### src/ppsu_pkg.sv
// shared constants and types for the particle push and spring update unit
package ppsu_pkg;

    localparam int HAND_COUNT_DEF = 2;
    localparam int COORD_BITS_DEF = 24;
    localparam int QUEUE_DEPTH    = 8;

    localparam int FACTOR_W    = 16;
    localparam int RADIUS_W    = 23;
    localparam int CFG_INDEX_W = 2;
    localparam int CFG_DATA_W  = 23;
    localparam int VSUM_EXTRA  = 3;
    localparam int FRAC_SHIFT  = 15;
    localparam int USER_W      = 3;

    localparam int USER_OPCODE_BIT  = 0;
    localparam int USER_SELECT_BIT  = 1;
    localparam int USER_PRESENT_BIT = 2;

    localparam logic [FACTOR_W-1:0] DAMPING_RESET = 16'd3277;
    localparam logic [FACTOR_W-1:0] RETURN_RESET  = 16'd1638;
    localparam logic [RADIUS_W-1:0] RADIUS_RESET  = 23'd12800;
    localparam logic [RADIUS_W-1:0] RADIUS_MIN    = 23'd1280;
    localparam logic signed [15:0]  ROUND_BIAS    = 16'sd16384;

    typedef enum logic [CFG_INDEX_W-1:0] {
        CFG_DAMPING = 2'd0,
        CFG_RETURN  = 2'd1,
        CFG_RADIUS  = 2'd2
    } cfg_index_t;

    typedef enum logic {
        OP_LOAD   = 1'b0,
        OP_UPDATE = 1'b1
    } opcode_t;

    typedef struct packed {
        logic [FACTOR_W-1:0] damping;
        logic [FACTOR_W-1:0] rate;
        logic [RADIUS_W-1:0] radius;
    } cfg_t;

endpackage

### src/ppsu_queue.sv
// short queue between front end and back end
module ppsu_queue #(
    parameter int WIDTH = 8,
    parameter int DEPTH = ppsu_pkg::QUEUE_DEPTH
) (
    input  logic                       aclk,
    input  logic                       aresetn,
    input  logic                       push,
    input  logic [WIDTH-1:0]           push_data,
    input  logic                       pop,
    output logic [WIDTH-1:0]           pop_data,
    output logic                       not_empty,
    output logic [$clog2(DEPTH+1)-1:0] count
);
    localparam int PW = (DEPTH > 1) ? $clog2(DEPTH) : 1;
    localparam int NW = $clog2(DEPTH + 1);

    logic [WIDTH-1:0] mem [DEPTH];
    logic [PW-1:0]    head_reg;
    logic [PW-1:0]    tail_reg;
    logic [NW-1:0]    count_reg;

    always_ff @(posedge aclk) begin
        if (!aresetn) begin
            head_reg  <= '0;
            tail_reg  <= '0;
            count_reg <= '0;
        end else begin
            if (push) begin
                tail_reg <= (tail_reg == PW'(DEPTH - 1)) ? '0 : tail_reg + 1'b1;
            end
            if (pop) begin
                head_reg <= (head_reg == PW'(DEPTH - 1)) ? '0 : head_reg + 1'b1;
            end
            count_reg <= count_reg + NW'(push) - NW'(pop);
        end
    end

    always_ff @(posedge aclk) begin
        if (push) begin
            mem[tail_reg] <= push_data;
        end
    end

    assign pop_data  = mem[head_reg];
    assign not_empty = (count_reg != '0);
    assign count     = count_reg;

`ifndef SYNTHESIS
    a_no_overflow: assert property (@(posedge aclk) disable iff (!aresetn)
        push |-> (count_reg < NW'(DEPTH)))
        else $error("queue push while full");
    a_no_underflow: assert property (@(posedge aclk) disable iff (!aresetn)
        pop |-> (count_reg != '0))
        else $error("queue pop while empty");
    a_count_bound: assert property (@(posedge aclk) disable iff (!aresetn)
        count_reg <= NW'(DEPTH))
        else $error("queue count out of range");
`endif

endmodule

### config.mk
export PLATFORM = sky130hd
export DESIGN_NAME = ppsu_queue
export DESIGN_NICKNAME = d
export VERILOG_FILES = /design/src/ppsu_pkg.sv /design/src/ppsu_queue.sv
export SDC_FILE = /design/constraint.sdc
export NUM_CORES = 1
export LEC_CHECK = 0
export BUFFER_PORTS_ARGS = -buffer_cell sky130_fd_sc_hd__buf_2
export CAP_MARGIN = 10
export CORE_MARGIN = 3
export CORE_UTILIZATION = 40
export CTS_CLUSTER_SIZE = 30
export DETAILED_ROUTE_END_ITERATION = 16
export GPL_ROUTABILITY_DRIVEN = 0
export GPL_TIMING_DRIVEN = 0
export SETUP_SLACK_MARGIN = 0.15
export SLEW_MARGIN = 20
export SYNTH_ARGS = -nofsm -noshare
export SYNTH_HDL_FRONTEND = slang
export SYNTH_SLANG_ARGS = --single-unit
### constraint.sdc
create_clock -name aclk -period 4.77 [get_ports aclk]
set_input_delay 0.2385 -clock aclk [delete_from_list [all_inputs] [get_ports aclk]]
set_output_delay 0.2385 -clock aclk [all_outputs]
set_load 0.005 [all_outputs]
==> results of run 1 <==
layout make-up:
cell class | instances | share of cell area, %
Timing Repair Buffer | 25 | 3.54
Clock inverter | 6 | 2.43
Buffer | 6 | 1.32
Inverter | 8 | 0.834
Multi-Input combinational cell | 73 | 24.3
Clock buffer | 10 | 3.54
Tap cell | 99 | 3.44
Sequential cell | 77 | 60.6
power groups by stage:
stage                     clock network [W]  logic, W  registers [W]
final                              0.000527  0.000166       0.000763
after floorplan                           0  0.000104       0.000779
after CTS                          0.000534  0.000170       0.000764
after global placement                    0  0.000155       0.000777
after global routing               0.000562  0.000187       0.000767
after detailed placement                  0  0.000168       0.000779
Yosys cell counts (all sizes together):
| cell | number |
|---|---|
| mux4 | 16 |
| nor2b | 3 |
| nand2 | 6 |
| a21oi | 1 |
| nor3 | 2 |
| o22ai | 2 |
| edfxtp | 64 |
| o21ai | 1 |
| dfxtp | 13 |
| xor2 | 1 |
| mux2 | 8 |
| ha | 9 |
| mux2i | 3 |
| o21a | 1 |
| nand3 | 1 |
| a21o | 1 |
| nor2 | 6 |
| fa | 1 |
| buf | 4 |
| clkbuf | 2 |
| nand2b | 4 |
| and2 | 6 |
| nor3b | 1 |
| inv | 8 |
through the flow:
step / hold WS, ns / total power [W]
finish: 0.151 / 0.00146
global placement: 0.488 / 0.000932
floorplan: 0.337 / 0.000883
CTS: 0.135 / 0.00147
detailed placement: 0.506 / 0.000947
global route: 0.148 / 0.00152
per-layer routing:
metal | global-route usage (%) | up-vias
met5 | 0 | -
met3 | 3.82 | 6
met2 | 22.6 | 36
li1 | - | 715
met4 | 6.02 | 0
met1 | 16.8 | 784
critical path: stages, from the launching register on:
cell and delay [ns]:
dfxtp_1 0.32, clkbuf_1 0.30, buf_2 0.34, mux4_1 0.32
mux2_2 0.29, buf_2 0.13
cell families after synthesis:
kind of cell	after synthesis	synth area share [%]
compound gates	6	1.20
xor+xnor	1	0.280
fa+ha+maj	10	4.25
buf+inv	14	2.48
flops	77	69.8
mux	27	17.2
simple gates	29	4.77
path summary, 6_finish.rpt:
check                end  slack, ns
max          pop_data[3]       2.48
max reg2reg    mem[7][7]       3.06
min reg2reg     register       0.56
min            mem[4][5]       0.15
==> metrics.txt, run 1 <==
type of element capturing the critical path=primary output; total die area=8910 um^2; Post CTS Setup Buffer Count=0; hpwl dp=3.59 mm; nets@finish=222; cell count after placement=288; pre-CTS WS=2.81 ns; quantity of I/O buffers inserted on ports=24; largest fanout on the critical path=10; relative contribution of sequential cells to total power=52.4%; number of hold-repair buffers added at the cts stage=0; most area-hungry cell type in the Yosys netlist=edfxtp_1; clk buf depth=2; post-detailed-route DRC marker count=0; Post-Synthesis Net Count=186; Cell Int Power=0.00113 W; hold_sp=push_data[5]; diode count=0; portion of the post-synthesis area used by sequential elements=69.8%; Tot GR Track Use=13.7%; TritonRoute pass-1 iters=7; number of flip-flops under the largest register name=64; clock skew after layout=0.00819 ns; status=completed; fill cell count=602; Total Wirelength=5.52 mm; Setup crit start kind=register; number of warnings reported in the yosys synthesis log=0; number of global-route vias before repair=1613; post-cts sizing count=0; clock group share of total power=36.2%; residual overflow from global routing=0; transition at the pin with the smallest max-transition slack=0.952 ns; CTS HTree Levels=3; max-slew violation count=0; synthesis-stage register bit count=77; number of different library cells in the post-synthesis netlist=28; area share of the leading cell type in the synthesized netlist=61.5%; starting density of the core=42.2%; dominant cells by area after synthesis=edfxtp_1 (62%), mux4_1 (13%), dfxtp_1 (8.3%); initial drt markers=105; total standard cell area after synthesis=3120 um^2; number of standard cells in the final layout excluding fillers=304; worst hold path stage count=1; power per unit of standard cell area=405 nW/um^2; peak supply drop=0.201 mV; count of boundary I/O pins=25; post-route clock period utilization=48.0%; clock slew at the register clock pins of the worst setup and hold paths=0.08 ns; Combinational Power Share=11.4%; routed wirelength normalized by instance count=18.2 um; placed cell areas=3390 um^2; smallest setup slack after layout=2.48 ns; leading cell type in the layout, fill and taps excluded=edfxtp_1; maximum frequency from static timing analysis=0.436 GHz; number of buffers added by the clock tree synthesis step=9; number of vias per cell after detailed routing=5.07; fraction of final layout cells with drive strength greater than 1=26.3%; area of the multi-input gates=875 um^2; met2 wire length=2.90 mm; total clock sinks=77; detailed-route wire length on metal 1=2.30 mm; Syn-to-layout area delta=15.3%; syn_area_per_cell=19.1 um^2; highest-count cells in the layout ignoring fill and taps=edfxtp_1 (64), buf_2 (25), mux4_1 (15); routed wl met3=254 um; max_slew headroom=36.3%; Critical Path AT=2.05 ns; area of the core region=7410 um^2; Clock Root Buffer=clkbuf_8; Sum Neg Setup Slack=0 ns; Finished Cell Area=3600 um^2; leakage power figure=1.28 nW; TritonCTS clock tree=yes; number of endpoints failing setup at the final stage=0; later-pin clock latency in the skew report=0.34 ns; highest metal used=met4; DIE WIDTH=94.4 um; Placement Rows=31; switch share=22.3%; CP Class=reg2out; endpoints failing hold=0; post-route ant nets=0; Net Switching=0.000326 W; via count of the routed design=1541; Max Cap Viol=0; final cell utilization of the core=48.6%; data required time at the worst endpoint=4.53 ns; area taken by flip-flops and latches=2180 um^2; maximum number of pins on one net before global-route repair=14; cell count after synthesis=164; worst reg-to-reg path cell count=2; final critical delay including setup and external delays=2.29 ns; die height=94.4 um; setup repair after global routing missed its margin=false; initial antenna violation count=0; worst reg2reg startpoint=tail_reg[2]; global-route wire length before repair=8.54 mm; class of the tightest hold or removal check=in2reg
Power figures use the tool's default switching activity.
==> inputs of run 2 (changes only) <==
Settings changed: ABC_AREA set to 1.
Clock period 4.77 ns to 2.01 ns, I/O delays scaled along.
==> run 2 against run 1 <==
Sequential share of layout area decreased by 5.4 points; via count up 50%; routed wire length increased by 27%; clock skew grew 0.0018 ns; critical path depth down 2; register-to-register slack worse by 2.7 ns; sequential power grew 140%; clock-buffer cell count did not move; core utilization is 1.2 points lower; combinational power grew to 3.2 times the previous value; die area up 11%; global-route usage rose by 2.0 points; critical endpoint is now mem[4][0].
==> metrics.txt, run 2 <==
status=completed; post-cts sizing count=0; cell count after synthesis=358; crit path max-delay cell type=nor2_1; Setup crit start kind=register; number of buffers added by the clock tree synthesis step=9; number of buffers and inverters on the critical path=1; clock skew after layout=0.00995 ns; data required time at the worst endpoint=1.97 ns; clk buf depth=2; pre-CTS WS=0.300 ns; hpwl dp=4.58 mm; crit path cell chain=inv_1, nand2_1, nor2_1; most frequently used flop master after synthesis=edfxtp_1; total standard cell area after synthesis=3490 um^2; highest-count cells in the layout ignoring fill and taps=nand2_1 (108), inv_1 (80), edfxtp_1 (64); detailed-route wire length on metal 1=3.08 mm; Tot GR Track Use=15.7%; routed wirelength normalized by instance count=14.0 um; maximum number of pins on one net before global-route repair=14; CP Class=reg2reg; Cell Int Power=0.00271 W; number of vias per cell after detailed routing=4.60; worst hold path stage count=1; Critical Path AT=1.66 ns; transition at the pin with the smallest max-transition slack=1.06 ns; dominant delay contributor by cell family on the critical path=simple AND/OR/NAND/NOR gates; largest fanout on the critical path=8; portion of the post-synthesis area used by sequential elements=62.6%; ranking of synthesized cells by instance count=nand2_1 (108), inv_1 (80), edfxtp_1 (64); number of endpoints failing setup at the final stage=0; number of global-route vias before repair=2430; most common cell in the synthesized netlist=nand2_1; clock group share of total power=34.6%; switch share=24.9%; number of different library cells in the post-synthesis netlist=19; diode count=0; starting density of the core=41.8%; total power=0.00361 W; max-slew violation count=0; initial drt markers=132; setup slack of the most critical reg-to-reg path=0.31 ns; share of async-settable or async-resettable flops after synthesis=0%; area share of the leading cell type in the synthesized netlist=55.1%; power per unit of standard cell area=912 nW/um^2; Placement Rows=33; post-route ant nets=0; Sum Neg Setup Slack=0 ns; fraction of final layout cells with drive strength greater than 1=15.6%; syn_area_per_cell=9.74 um^2; sink of the worst hold path=mem[5][2]; die height=99.4 um; later-pin clock latency in the skew report=0.34 ns; type of element capturing the critical path=register; max_slew headroom=29.3%; residual overflow from global routing=0; number of enable flip-flop cells after synthesis=64; leakage power figure=1.85 nW; count of boundary I/O pins=25; area of the core region=8340 um^2; most area-hungry cell type in the Yosys netlist=edfxtp_1; maximum frequency from static timing analysis=0.589 GHz; Post CTS Setup Buffer Count=0; endpoints failing hold=0; setup repair after global routing missed its margin=false; highest metal used=met4; leading cell type in the layout, fill and taps excluded=nand2_1; post-route clock period utilization=84.4%; DIE WIDTH=99.4 um; relative contribution of sequential cells to total power=50.7%; worst reg-to-reg path cell count=3; CTS HTree Levels=3; routed wl met3=350 um; global-route wire length before repair=11.6 mm; synthesis-stage register bit count=77; fill cell count=783; dominant cells by area after synthesis=edfxtp_1 (55%), nand2_1 (12%), inv_1 (8.6%); number of hold-repair buffers added at the cts stage=0; Net Switching=0.000896 W; Total Wirelength=7.03 mm; post-detailed-route DRC marker count=0; total clock sinks=77; initial antenna violation count=0; hold_sp=push_data[2]; Critical Path Max Stage Delay=0.81 ns; Post-Synthesis Net Count=380; number of flip-flops under the largest register name=64; Syn-to-layout area delta=13.4%; number of warnings reported in the yosys synthesis log=0; clock slew at the register clock pins of the worst setup and hold paths=0.08 ns; final critical delay including setup and external delays=1.70 ns; met2 wire length=3.44 mm; Combinational Power Share=14.7%; Clock Root Buffer=clkbuf_8; total die area=9870 um^2; nets@finish=415; quantity of I/O buffers inserted on ports=24; via count of the routed design=2314; peak supply drop=0.387 mV; TritonRoute pass-1 iters=5; TritonCTS clock tree=yes; Max Cap Viol=0; smallest setup slack after layout=0.313 ns; worst reg2reg startpoint=tail_reg[1]; class of the tightest hold or removal check=in2reg; critical register-to-register path endpoint=mem[4][0]
-- run 2: logic make-up (layout without fill, tap and decap cells) --
group	after synthesis	in the layout	share of synthesized area (%)
compound gates	10	10	1.51
xor+xnor	1	1	0.251
fa+ha+maj	10	10	3.80
buf+inv	93	133	11.9
flops	77	77	62.6
simple gates	167	167	20.0
-- run 2: worst max-delay path by stage --
| stage | cells past startpoint | slack (ns) | to | from |
|---|---|---|---|---|
| 2_1_floorplan | 7 | 0.50 | count[2] | count[0] |
| 3_3_place_gp | 2 | 0.33 | mem[5][4] | tail_reg[0] |
| 3_5_place_dp | 2 | 0.30 | mem[5][4] | tail_reg[0] |
| 4_1_cts | 2 | 0.30 | mem[5][0] | tail_reg[0] |
| 5_1_grt | 3 | 0.25 | mem[4][7] | tail_reg[1] |
| 6_report | 3 | 0.31 | mem[4][0] | tail_reg[1] |
-- run 2: per-layer routing --
metal | vias up | GRT usage, %
met4 | 0 | 8.09
met3 | 14 | 3.23
li1 | 1180 | -
met5 | - | 0
met1 | 1061 | 19.0
met2 | 59 | 26.5
-- run 2: power by group through the flow --
stage                     Combinational (W)  Sequential, W  Clock (W)
final                              0.000531        0.00183    0.00125
after global routing               0.000616        0.00184    0.00135
after CTS                          0.000542        0.00183    0.00128
after detailed placement           0.000540        0.00186          0
after global placement             0.000524        0.00186          0
after floorplan                    0.000348        0.00186          0
-- run 2: cell type report --
class | instances | area [um^2] | share of cell area (%)
flip-flops and latches | 77 | 2180 | 55.2
multi-input cells | 188 | 891 | 22.5
inverters | 82 | 310 | 7.85
well taps | 105 | 131 | 3.32
clock buffers | 10 | 128 | 3.23
repair buffers | 24 | 120 | 3.04
plain buffers | 11 | 104 | 2.63
clock inverters | 6 | 87.6 | 2.22
-- run 2: metrics by stage --
step	utilization (%)	hold WS (ns)	std cells	instance area, um^2
global placement	44.8	0.371	487	3740
CTS	47.4	0.0126	503	3950
finish	47.4	0.0251	503	3950
global route	47.4	0.0225	503	3950
floorplan	-	0.194	358	3490
detailed placement	44.8	0.379	487	3740
-- run 2: worst register-to-register path: stages, from the launching register on --
cell	delay, ns
dfxtp_1	0.36
inv_1	0.08
nand2_1	0.07
nor2_1	0.81
==> inputs of run 3 (changes only) <==
Clock period 2.01 ns to 1.45 ns, I/O delays scaled along.
==> run 3 against run 2 <==
Clock skew about the same; total power increased by 40%; the flow now finishes with violations (setup timing); critical path depth grew 4; non-clock buffer count grew 20; global-route usage grew 0.82 points; flip-flop and latch count did not move; combinational power increased by 86%; routed wire length rose by 7.0%; cell count is 4.0% higher.
==> metrics.txt, run 3 (synthesized netlist as in run 2, its figures left out) <==
status=complete, but fails checks; failing checks=setup timing; total clock sinks=77; Combinational Power Share=19.6%; setup repair after global routing missed its margin=true; TritonCTS clock tree=yes; hold_sp=push_data[3]; post-route clock period utilization=106%; Net Switching=0.00134 W; die height=99.4 um; nets@finish=435; setup slack of the most critical reg-to-reg path=-0.04 ns; Total Wirelength=7.53 mm; post-detailed-route DRC marker count=0; leakage power figure=2.01 nW; initial antenna violation count=0; number of global-route vias before repair=2459; CTS HTree Levels=3; crit path max-delay cell type=dfxtp_1; crit path cell chain=buf_6, buf_4, nand3_1, nand2_1, nand2_1, nand2_1, buf_2; diode count=0; initial drt markers=105; Tot GR Track Use=16.5%; Max Cap Viol=0; smallest setup slack after layout=-0.0888 ns; power per unit of standard cell area=1150 nW/um^2; type of element capturing the critical path=primary output; transition at the pin with the smallest max-transition slack=0.235 ns; quantity of I/O buffers inserted on ports=24; DIE WIDTH=99.4 um; final cell utilization of the core=52.7%; worst reg2reg startpoint=count[0]; number of flip-flops under the largest register name=64; highest-count cells in the layout ignoring fill and taps=nand2_1 (104), inv_1 (77), edfxtp_1 (64); Clock Root Buffer=clkbuf_8; Critical Path AT=1.47 ns; number of endpoints failing setup at the final stage=10; largest fanout on the critical path=10; maximum number of pins on one net before global-route repair=13; Cell Int Power=0.00370 W; sink of the worst hold path=mem[3][3]; max_slew headroom=84.3%; later-pin clock latency in the skew report=0.35 ns; Sum Neg Setup Slack=-0.489 ns; area of the core region=8340 um^2; worst hold path stage count=1; Critical Path Max Stage Delay=0.33 ns; final-layout worst hold slack=0.00754 ns; worst reg-to-reg path cell count=7; global-route wire length before repair=12.2 mm; number of vias per cell after detailed routing=4.68; endpoints failing hold=0; maximum frequency from static timing analysis=0.650 GHz; Placement Rows=33; clock group share of total power=30.0%; CP Class=reg2out; TritonRoute pass-1 iters=4; switch share=26.5%; total die area=9870 um^2; via count of the routed design=2448; class of the tightest hold or removal check=in2reg; Setup crit start kind=register; starting density of the core=41.8%; leading cell type in the layout, fill and taps excluded=nand2_1; count of boundary I/O pins=25; peak supply drop=0.771 mV; critical register-to-register path endpoint=count[1]; Syn-to-layout area delta=26.0%; clock slew at the register clock pins of the worst setup and hold paths=0.08 ns; residual overflow from global routing=0; number of buffers added by the clock tree synthesis step=9; fraction of final layout cells with drive strength greater than 1=24.4%; relative contribution of sequential cells to total power=50.4%; final critical delay including setup and external delays=1.54 ns; max-slew violation count=0; Worst path most repeated cell=nand2_1; clk buf depth=2; clock skew after layout=0.0103 ns; post-route ant nets=0; data required time at the worst endpoint=1.38 ns; hpwl dp=4.65 mm; routed wirelength normalized by instance count=14.4 um
[run 3: worst max-delay path by stage]
| stage | from | endpoint | slack, ns | cells past startpoint |
|---|---|---|---|---|
| global route | register | pop_data[7] | -0.17 | 9 |
| global placement | tail_reg[2] | mem[2][3] | -0.17 | 3 |
| floorplan | count[0] | count[1] | 0.01 | 7 |
| finish | register | pop_data[7] | -0.09 | 7 |
| CTS | register | pop_data[7] | -0.1 | 8 |
| detailed placement | tail_reg[1] | mem[2][3] | -0.22 | 2 |
[run 3: timing repair]
| item | CTS | global route |
|---|---|---|
| pin swaps | 8 | 3 |
| cloned | 1 | 0 |
| endpoints found under the hold margin | 40 | 0 |
| setup endpoints to repair | 74 | 27 |
| hold buffers | 6 | 0 |
| gates resized for setup | 33 | 10 |
| setup buffers | 9 | 4 |
[run 3: cell type report]
class,count,area (um^2)
buffer,11,136
clock inverter,4,20.0
timing repair buffer,44,409
tap,105,131
sequential,77,2180
multi-input combinational,188,1030
inverter,82,322
clock buffer,12,166
fill,774,3950
[run 3: routing by layer]
metal  routed length, um  vias to the layer above  GRT usage [%]
met1                3150                     1155           20.4
met4                 174                        0           7.14
li1                    -                     1223              -
met3                 396                       17           3.37
met5                   0                        -              0
met2                3800                       53           28.1
[run 3: through the flow]
stage | instance area, um^2 | worst slack [ns] | cells | power (W)
floorplan | 3520 | 0.00976 | 358 | 0.00308
global placement | 3770 | -0.173 | 487 | 0.00333
detailed placement | 3770 | -0.222 | 487 | 0.00335
CTS | 4280 | -0.0993 | 519 | 0.00501
global route | 4400 | -0.167 | 523 | 0.00530
finish | 4400 | -0.0888 | 523 | 0.00504
[run 3: critical path, delay by kind of cell (launching register included)]
| family | cells | cell delay (ns) |
|---|---|---|
| buffers and inverters | 3 | 0.48 |
| flip-flops | 1 | 0.33 |
| AND/OR/NAND/NOR | 4 | 0.30 |
[run 3: power by group through the flow]
stage	Clock, W	Sequential, W	Combinational [W]
final	0.00151	0.00254	0.000989
after global routing	0.00165	0.00255	0.00110
after CTS	0.00157	0.00254	0.000903
after detailed placement	0	0.00259	0.000763
after global placement	0	0.00258	0.000743
after floorplan	0	0.00259	0.000499
